## config.mk

```make
export PLATFORM = sky130hd
export DESIGN_NAME = remote_debug_packet_receiver_unit
export DESIGN_NICKNAME = d
export VERILOG_FILES = /design/src/rdpr_pkg.sv /design/src/remote_debug_packet_receiver_unit.sv
export SDC_FILE = /design/constraint.sdc
export NUM_CORES = 1
export LEC_CHECK = 0
export BUFFER_PORTS_ARGS = -buffer_cell sky130_fd_sc_hd__buf_2
export CAP_MARGIN = 20
export CORE_MARGIN = 1.5
export CORE_UTILIZATION = 30
export DETAILED_ROUTE_END_ITERATION = 8
export SLEW_MARGIN = 20
export SYNTH_ARGS = -nofsm -noshare
export SYNTH_HDL_FRONTEND = slang
export SYNTH_SLANG_ARGS = --single-unit
```

## constraint.sdc

```tcl
create_clock -name clk -period 11 [get_ports clk]
set_input_delay 1.65 -clock clk [delete_from_list [all_inputs] [get_ports clk]]
set_output_delay 1.65 -clock clk [all_outputs]
set_load 0.02 [all_outputs]
```

## src/rdpr_pkg.sv

```systemverilog
// Package with the shared types and constants of the remote debug packet receiver.
`default_nettype none

package rdpr_pkg;

  // Framing phase, one-hot
  typedef enum logic [4:0] {
    PH_IDLE  = 5'b00001,
    PH_BODY  = 5'b00010,
    PH_COUNT = 5'b00100,
    PH_CKHI  = 5'b01000,
    PH_CKLO  = 5'b10000
  } phase_t;

  // Status codes reported at packet end
  typedef enum logic [2:0] {
    ERR_NONE   = 3'd0,
    ERR_CKSUM  = 3'd1,
    ERR_HEX    = 3'd2,
    ERR_NOPREV = 3'd3,
    ERR_OVER   = 3'd4
  } err_t;

  // Result kinds
  localparam logic [1:0] KIND_DATA = 2'd1;
  localparam logic [1:0] KIND_END  = 2'd2;

  // Framing characters
  localparam logic [7:0] CH_START = 8'h24;  // '$'
  localparam logic [7:0] CH_TERM  = 8'h23;  // '#'
  localparam logic [7:0] CH_RUN   = 8'h2A;  // '*'
  localparam logic [7:0] CH_ZERO  = 8'h30;  // '0'
  localparam logic [7:0] CH_NINE  = 8'h39;  // '9'
  localparam logic [7:0] CH_LA    = 8'h61;  // 'a'
  localparam logic [7:0] CH_LF    = 8'h66;  // 'f'
  localparam logic [7:0] HEX_LC_OFS = 8'h57;

  // Run count bias
  localparam logic [7:0] RUN_BIAS = 8'd29;

  // Reset value of the length limit
  localparam logic [15:0] MAX_LEN_RST = 16'd600;

endpackage

`default_nettype wire

```

## src/remote_debug_packet_receiver_unit.sv

```systemverilog
// Top level of the remote debug packet receiver: framing, checksum and run decode.
`default_nettype none

// Receives one character per beat, frames '$' body '#' hh packets, sums the body
// modulo 256 and checks it against the two lower-case hex digits. Each body byte
// yields a data-run result with one copy; '*' plus a count byte yields a run of
// (count-29) mod 256 copies of the previous byte. The second checksum digit yields a
// packet-end result with checksum_ok and the first error of the packet. A '$' anywhere
// restarts the packet; bytes outside a packet are dropped. One character is taken
// every clock cycle while the result register is free or emptying: the byte sits in
// an input register, and the framing state and the result register update from it
// when it advances. While a result waits on out_ready, one more character is held
// in the input register and then in_ready drops. The length limit
// (cfg_wr_data, reset 600) must be changed only while no beat is in flight.
module remote_debug_packet_receiver_unit (
  input  wire logic        clk,
  input  wire logic        rst_n,
  // input channel
  input  wire logic        in_valid,
  output logic             in_ready,
  input  wire logic [7:0]  in_rx_byte,
  // result channel
  output logic             out_valid,
  input  wire logic        out_ready,
  output logic [1:0]       out_kind,
  output logic [7:0]       out_data_byte,
  output logic [7:0]       out_repeat_res,
  output logic             out_checksum_ok,
  output logic [2:0]       out_status,
  // configuration
  input  wire logic        cfg_wr_en,
  input  wire logic [15:0] cfg_wr_data
);
  import rdpr_pkg::*;

  // Input register
  logic       s1_valid_r;
  logic [7:0] s1_byte_r;
  logic       adv;

  // Config
  logic [15:0] max_len_r;

  // Framing state
  phase_t      phase_r, phase_nxt;
  logic [7:0]  sum_r, sum_nxt;
  logic [7:0]  prev_r, prev_nxt;
  logic        have_prev_r, have_prev_nxt;
  logic [3:0]  ck_hi_r, ck_hi_nxt;
  logic [15:0] len_r, len_nxt;
  err_t        err_r, err_nxt;
  logic        dig_bad_r, dig_bad_nxt;

  // Result register
  logic        out_valid_r, out_valid_nxt;
  logic [1:0]  kind_r, kind_nxt;
  logic [7:0]  data_r, data_nxt;
  logic [7:0]  rep_r, rep_nxt;
  logic        ck_ok_r, ck_ok_nxt;
  err_t        stat_r, stat_nxt;

  // Helpers
  logic        res_ld;
  logic [7:0]  add_n;
  logic [16:0] len_sum;
  logic [15:0] len_sat;
  logic        len_over;
  logic [3:0]  hex_val;
  logic        hex_bad;
  logic [7:0]  rx_ck;
  logic        ck_ok;
  err_t        err_hex;

  function automatic err_t note_err(input err_t cur, input err_t code);
    note_err = (cur == ERR_NONE) ? code : cur;
  endfunction

  // Handshake: stage 1 drains whenever the result register is free or emptying
  assign adv      = s1_valid_r && (!out_valid_r || out_ready);
  assign in_ready = !s1_valid_r || adv;

  always_ff @(posedge clk) begin
    if (!rst_n) begin
      s1_valid_r <= 1'b0;
    end else if (in_ready) begin
      s1_valid_r <= in_valid;
    end
  end

  always_ff @(posedge clk) begin
    if (in_valid && in_ready) begin
      s1_byte_r <= in_rx_byte;
    end
  end

  // Length limit register
  always_ff @(posedge clk) begin
    if (!rst_n) begin
      max_len_r <= MAX_LEN_RST;
    end else if (cfg_wr_en) begin
      max_len_r <= cfg_wr_data;
    end
  end

  // Hex digit decode of the current byte
  always_comb begin
    hex_bad = 1'b0;
    hex_val = 4'd0;
    if (s1_byte_r >= CH_LA && s1_byte_r <= CH_LF) begin
      hex_val = 4'(s1_byte_r - HEX_LC_OFS);
    end else if (s1_byte_r >= CH_ZERO && s1_byte_r <= CH_NINE) begin
      hex_val = 4'(s1_byte_r - CH_ZERO);
    end else begin
      hex_bad = 1'b1;
    end
  end

  // Saturating length update, shared by plain bytes and runs
  assign add_n    = (phase_r == PH_COUNT) ? (s1_byte_r - RUN_BIAS) : 8'd1;
  assign len_sum  = {1'b0, len_r} + {9'd0, add_n};
  assign len_sat  = len_sum[16] ? 16'hFFFF : len_sum[15:0];
  assign len_over = len_sat > max_len_r;

  // Checksum compare at the low digit
  assign err_hex = hex_bad ? note_err(err_r, ERR_HEX) : err_r;
  assign rx_ck   = {ck_hi_r, hex_val};
  assign ck_ok   = !(dig_bad_r || hex_bad) && (rx_ck == sum_r);

  // Per-byte framing step
  always_comb begin
    phase_nxt     = phase_r;
    sum_nxt       = sum_r;
    prev_nxt      = prev_r;
    have_prev_nxt = have_prev_r;
    ck_hi_nxt     = ck_hi_r;
    len_nxt       = len_r;
    err_nxt       = err_r;
    dig_bad_nxt   = dig_bad_r;
    res_ld        = 1'b0;
    kind_nxt      = KIND_DATA;
    data_nxt      = 8'd0;
    rep_nxt       = 8'd0;
    ck_ok_nxt     = 1'b0;
    stat_nxt      = ERR_NONE;

    if (s1_byte_r == CH_START) begin
      // restart a packet
      phase_nxt     = PH_BODY;
      sum_nxt       = 8'd0;
      prev_nxt      = 8'd0;
      have_prev_nxt = 1'b0;
      ck_hi_nxt     = 4'd0;
      len_nxt       = 16'd0;
      err_nxt       = ERR_NONE;
      dig_bad_nxt   = 1'b0;
    end else begin
      case (phase_r)
        PH_IDLE: begin
        end
        PH_BODY: begin
          if (s1_byte_r == CH_TERM) begin
            phase_nxt = PH_CKHI;
          end else if (s1_byte_r == CH_RUN) begin
            sum_nxt   = sum_r + s1_byte_r;
            phase_nxt = PH_COUNT;
            if (!have_prev_r) begin
              err_nxt = note_err(err_r, ERR_NOPREV);
            end
          end else begin
            sum_nxt       = sum_r + s1_byte_r;
            prev_nxt      = s1_byte_r;
            have_prev_nxt = 1'b1;
            len_nxt       = len_sat;
            if (len_over) begin
              err_nxt = note_err(err_r, ERR_OVER);
            end
            res_ld   = 1'b1;
            data_nxt = s1_byte_r;
            rep_nxt  = 8'd1;
          end
        end
        PH_COUNT: begin
          sum_nxt   = sum_r + s1_byte_r;
          phase_nxt = PH_BODY;
          if (have_prev_r) begin
            len_nxt = len_sat;
            if (len_over) begin
              err_nxt = note_err(err_r, ERR_OVER);
            end
            res_ld   = 1'b1;
            data_nxt = prev_r;
            rep_nxt  = add_n;
          end
        end
        PH_CKHI: begin
          ck_hi_nxt = hex_val;
          phase_nxt = PH_CKLO;
          if (hex_bad) begin
            dig_bad_nxt = 1'b1;
            err_nxt     = err_hex;
          end
        end
        PH_CKLO: begin
          if (hex_bad) begin
            dig_bad_nxt = 1'b1;
          end
          err_nxt   = ck_ok ? err_hex : note_err(err_hex, ERR_CKSUM);
          phase_nxt = PH_IDLE;
          res_ld    = 1'b1;
          kind_nxt  = KIND_END;
          ck_ok_nxt = ck_ok;
          stat_nxt  = ck_ok ? err_hex : note_err(err_hex, ERR_CKSUM);
        end
        default: begin
          phase_nxt = PH_IDLE;
        end
      endcase
    end
  end

  // Framing state registers
  always_ff @(posedge clk) begin
    if (!rst_n) begin
      phase_r     <= PH_IDLE;
      sum_r       <= 8'd0;
      prev_r      <= 8'd0;
      have_prev_r <= 1'b0;
      ck_hi_r     <= 4'd0;
      len_r       <= 16'd0;
      err_r       <= ERR_NONE;
      dig_bad_r   <= 1'b0;
    end else if (adv) begin
      phase_r     <= phase_nxt;
      sum_r       <= sum_nxt;
      prev_r      <= prev_nxt;
      have_prev_r <= have_prev_nxt;
      ck_hi_r     <= ck_hi_nxt;
      len_r       <= len_nxt;
      err_r       <= err_nxt;
      dig_bad_r   <= dig_bad_nxt;
    end
  end

  // Result register
  always_comb begin
    if (adv && res_ld) begin
      out_valid_nxt = 1'b1;
    end else if (out_ready) begin
      out_valid_nxt = 1'b0;
    end else begin
      out_valid_nxt = out_valid_r;
    end
  end

  always_ff @(posedge clk) begin
    if (!rst_n) begin
      out_valid_r <= 1'b0;
    end else begin
      out_valid_r <= out_valid_nxt;
    end
  end

  always_ff @(posedge clk) begin
    if (adv && res_ld) begin
      kind_r  <= kind_nxt;
      data_r  <= data_nxt;
      rep_r   <= rep_nxt;
      ck_ok_r <= ck_ok_nxt;
      stat_r  <= stat_nxt;
    end
  end

  assign out_valid       = out_valid_r;
  assign out_kind        = kind_r;
  assign out_data_byte   = data_r;
  assign out_repeat_res  = rep_r;
  assign out_checksum_ok = ck_ok_r;
  assign out_status      = stat_r;

endmodule

`default_nettype wire

```

======== Yosys cells after proc, flatten, opt, wreduce, memory -nomap -nowiden ========
Cells that the tools add are included.
operators by class
  add/subtract/negate cells ............... 5
  order comparisons ....................... 5
  equal/unequal tests ..................... 19
  multiplexer cells ....................... 61
  bitwise logic cells ..................... 1
  reductions and logical operators ........ 30
operators by type and width
  operator                                                         count
  two-way mux 8 bit                                                11
  two-way mux 16 bit                                               5
  case mux 8 bit (2 select lines)                                  3
  two-way mux 3 bit                                                13
  case mux 16 bit (2 select lines)                                 1
  equality test 8 x 6 -> 1 bit (second input constant)             3
  case mux 5 bit (4 select lines)                                  1
  adder 16 x 8 -> 17 bit                                           1
  two-way mux 1 bit                                                17
  > comparator 16 bit                                              1
  two-way mux 4 bit                                                4
  two-way mux 5 bit                                                3
  != test 4 bit (second input constant)                            3
  case mux 3 bit (4 select lines)                                  1
  nonzero test 2 bit                                               5
  != test 3 bit (second input constant)                            3
  AND reduction 3 bit                                              3
  adder 8 bit                                                      1
  equality test 8 bit                                              1
  >= comparator 8 x 6 -> 1 bit (second input constant)             1
  >= comparator 8 x 7 -> 1 bit (second input constant)             1
  less-or-equal comparator 8 x 6 -> 1 bit (second input constant)  1
  less-or-equal comparator 8 x 7 -> 1 bit (second input constant)  1
  subtractor 8 x 5 -> 8 bit (second input constant)                1
  other kinds (23)                                                 36
word-level totals
  bits in registers ....................... 94
  output and inout port bits .............. 24
  word-level logic and storage cells ...... 138

======== Depth between registers and ports, before layout ========
  depth in word-level cells ............... 10
  gate-level depth with buffers ........... 21
  gate-level depth less buffers ........... 20

======== Worst setup path after synthesis ========
OpenSTA, ideal clock, no wires.
  path kind ............................... register to register
  start point ............................. reg s1_byte_r[0]
  end point ............................... reg err_r[2]
  arrival ................................. 4.016 ns
  required time ........................... 10.871 ns
  setup slack ............................. 6.856 ns
  cell stages (with the launch flop) ...... 20
  buffers on the path ..................... 1
  period minus slack after synthesis ...... 4.144 ns
  cell sequence ........................... edfxtp_1 clkbuf_1 inv_1 ha_1 or2_2 a21oi_1 ha_1 nor2b_1 o31ai_1 a211oi_1 o21ai_1 nand2_1 ha_1 nor2b_1 o21a_1 o21ai_0 a21oi_1 or3_1 a21oi_1 nor4_1
between the ends
  cells in the longest elaborated chain, start to end .. 10
  elaborated cells on any way between the ends .. 42
  those cells by class .................... 4 x add/sub; 5 x order compare; 9 x eq/ne; 16 x mux; 8 x reduce/logical
ends and longest elaborated chain
  what                                                                RTL line                                                                            source
  from (decl)                                                         remote_debug_packet_receiver_unit.sv:38                                             logic [7:0] s1_byte_r;
  from (signal assigned)                                              remote_debug_packet_receiver_unit.sv:92                                             s1_byte_r <= in_rx_byte;
  subtractor 8 x 5 -> 8 bit (tied with other cells)                   remote_debug_packet_receiver_unit.sv:119                                            assign add_n = (phase_r == PH_COUNT) ? (s1_byte_r - RUN_BIAS) : 8'd1;
  two-way mux 8 bit / logical AND 1 bit (equally long branches)       remote_debug_packet_receiver_unit.sv:119, remote_debug_packet_receiver_unit.sv:111
  adder 16 x 8 -> 17 bit / two-way mux 1 bit (equally long branches)  remote_debug_packet_receiver_unit.sv:120, remote_debug_packet_receiver_unit.sv:111
  two-way mux 16 bit / two-way mux 1 bit (equally long branches)      remote_debug_packet_receiver_unit.sv:121, remote_debug_packet_receiver_unit.sv:109
  > comparator 16 bit (tied with other cells)                         remote_debug_packet_receiver_unit.sv:122                                            assign len_over = len_sat > max_len_r;
  two-way mux 3 bit (tied with other cells)                           --
  two-way mux 3 bit (tied with other cells)                           remote_debug_packet_receiver_unit.sv:163                                            end else if (s1_byte_r == CH_RUN) begin
  two-way mux 3 bit (on tied branches)                                remote_debug_packet_receiver_unit.sv:161, remote_debug_packet_receiver_unit.sv:207
  case mux 3 bit (4 select lines)                                     remote_debug_packet_receiver_unit.sv:157                                            case (phase_r)
  two-way mux 3 bit                                                   remote_debug_packet_receiver_unit.sv:146                                            if (s1_byte_r == CH_START) begin
  to (signal assigned)                                                remote_debug_packet_receiver_unit.sv:239                                            err_r <= err_nxt;
  to (decl)                                                           remote_debug_packet_receiver_unit.sv:51                                             err_t err_r, err_nxt;
Several ways; a longest one is shown, not always the timed one. The select of a mux whose other input is x is not followed.
A chain may end at the register's enable or synchronous reset.

======== Worst setup path after layout ========
Ends and elaborated chain as after synthesis.

==> impl_metrics.toml <==
[outcome]
outcome = "complete, no violations"

[yosys]
synth_nets = 685
synth_cell_types = 64
syn_avg_cell_area_um2 = 8.85
synth_edf_count = 30
yosys.area.top_type_share_pct = 23.4
synthCells = 619
yosysWarnings = 0
ys_ff_latch = 94
syn-cell-area_um2 = 5480
yosys-top-cells-area = "dfxtp_1 23%, edfxtp_1 16%, ha_1 8.0%"
yosys.area.top_type = "dfxtp_1"
yosysSeqAreaShare_pct = 39.8
synth_ff_type = "dfxtp_1"
ys_async_sr_fraction_pct = 0

[global_route]
met2_usage_pct = 23.8
grt_busiest_layer = "met2"
grtUsageTotal_pct = 14.6
grt_max_degree = 35
met1_usage_pct = 19.6
antenna_found_initial = 1
grt_first_pass_wirelength_um = 22500
grt_use_met3_pct = 2.63
grt_pass1_vias = 4314
grt-ovfl-total = 0

[floorplanning]
rows = 49
die_area_um2 = 19100
start_util_pct = 30.5
core_um2 = 18000
die_h_um = 138
io_pins = 53
die_w_um = 138

[worst_setup_path]
cp-start-kind = "flop"
cp-startpoint = "s1_byte_r[0]"
endpoint = "err_r[2]"
r2r-start = "s1_byte_r[0]"
critPathMaxFanout = 13
regToRegSetupSlack_ps = 6070
timing.rr.end = "err_r[2]"
crit_slowest_cell = "edfxtp_1"
arrival_ps = 5160
criticalPathCategory = "reg -> reg"
cpPeakStageDelay_ps = 620
cp_common_cell = "ha_1"
r2r_cells = 19
cp-end-kind = "flop"
path_cells = "inv_1 -> ha_1 -> or2_2 -> a21oi_1 -> ha_1 -> nor2b_1 -> o31ai_1 -> a211oi_1 -> nor2_1 -> nand4b_1 -> nor2b_1 -> ha_1 -> nand4_1 -> nor2_1 -> nand2_1 -> nor3_1 -> nor3_1 -> a21oi_1 -> nor4_1"
crit_required_ps = 11230

[clock_tree]
htree_num_levels = 3
cts_tree = "done"
root_buffer = "clkbuf_16"
path_clk_slew_ps = 70
cts-hold-fix-buffers = 0
clock_sinks = 94
cts-resized-gates = 0
numCtsBuffers = 9
clk_latency_ps = 360
cts_setup_buffers = 0
cts.path.max_buffers = 2

[sta]
setup_ws_ps = 6070
setup_viol = 0
relSlewSlack_pct = 47.5
slew_viol_final = 0
post-route-min-period_ps = 4930
rsz0062_at_grt = "no"
setup_tns_ps = 0
finalCritPeriodShare_pct = 44.8
skew_ps = 9.07
worst_pin_slew_ps = 781
maxClockFrequency_ghz = 0.203
finalHoldViolCount = 0

[layout]
layout_common_cells = "86 x nor2_1, 64 x dfxtp_1, 52 x buf_2, 46 x a21oi_1, 40 x nand2_1"
fin_nets = 724
diodes = 0
drive_gt1_share_pct = 12.8
area.growth.synth_to_final_pct = 13.5
n_fill_cell = 1871
layout_commonest_cell = "nor2_1"

[power]
vdd_drop_max_mv = 0.0751
pwr_density_cell_nw_per_um2 = 116
p_total_uw = 722
p_leak_uw = 0.00238

[drt]
drt_first_pass_iters = 6
routedWlPerCell_um = 15.4
routed_wl_um = 13700
drt_iter0_drc = 390
ant_nets = 0
dr_total_vias = 4660
remaining_drc_errors = 0
viasPerCell = 5.22

[flow_run]
cap_violations = 0

[placement]
hpwl_um = 10200
pre_cts_ws_ps = 6170
gp_congestion = 0.840
io_buffers = 52

[min_path]
hold_path_class = "reg -> reg"
[power breakdown]
part	internal [uW]	switching, uW
combinational	18.1	25.8
clock	163	145
sequential	362	8.19
[layer usage]
layer | part of all wire, % | vias up
met2 | 46 | 124
met5 | 0.087 | -
li1 | - | 2326
met4 | 1.5 | 2
met1 | 47 | 2188
met3 | 4.7 | 20
[registers in the layout (all words and copies together), names as in the netlist, 2 cells and up]
| name | flops |
|---|---|
| out_repeat_res | 8 |
| out_status | 3 |
| err_r | 3 |
| out_data_byte | 8 |
| s1_byte_r | 8 |
| max_len_r | 16 |
| prev_r | 8 |
| out_kind | 2 |
| len_r | 16 |
| phase_r | 5 |
| sum_r | 8 |
| ck_hi_r | 4 |
[Yosys cell counts, drive strengths merged (7+ instances only)]
cell type / count
a21o: 8
nand4: 7
nor3: 20
xnor2: 8
nor2b: 26
a22oi: 21
xor2: 11
ha: 35
clkbuf: 19
a31oi: 10
o21ai: 25
o211ai: 9
nor2: 86
buf: 10
inv: 29
mux2i: 15
edfxtp: 30
nand2: 40
and3: 8
nand3: 11
a21oi: 46
dfxtp: 64
a211oi: 8
[final cells by class]
class,count,area [um2],share of cell area [%]
clock buffer,10,239,3.84
inverter,30,113,1.81
multi-input combinational,466,3050,49.1
clock inverter,6,50.0,0.805
timing repair buffer,57,298,4.79
tap,229,287,4.61
sequential,94,2180,35.1
[how the worst min path moves through the flow]
stage	from	to	cells after the start
after floorplan	prev_r[6]	prev_r[6]	2
after global placement	prev_r[3]	prev_r[3]	2
after detailed placement	prev_r[3]	prev_r[3]	2
after CTS	prev_r[3]	prev_r[3]	2
after global routing	prev_r[3]	prev_r[3]	2
final	prev_r[3]	prev_r[3]	2
[through the flow]
stage	util, %	instance area, um2	hold slack (ps)	std cells
floorplan	-	5480	435	619
global placement	33.0	5930	444	876
detailed placement	33.0	5930	448	876
CTS	34.6	6220	457	892
global route	34.6	6220	477	892
finish	34.6	6220	459	892
[worst max-delay path, delay by kind of cell, from the launching register on]
family	cells	cell delay (ps)
buffers and inverters	1	160
AO/OA/AOI/OAI	4	990
flip-flops	1	620
adder cells (fa/ha/maj)	3	910
AND/OR/NAND/NOR	11	2130
[logic make-up (layout without fill, tap and decap cells)]
group / Yosys count / count (layout) / synth area share, %
and+or+nand+nor: 237 / 237 / 21.7
muxes: 16 / 16 / 2.95
AOI/OAI and AO/OA: 157 / 157 / 19.2
buffers and inverters: 59 / 103 / 4.63
DFF: 94 / 94 / 39.8
xor gates and xnor gates: 19 / 19 / 3.04
adders and majority gates: 37 / 37 / 8.72
(Power assumes the default switching activity.)
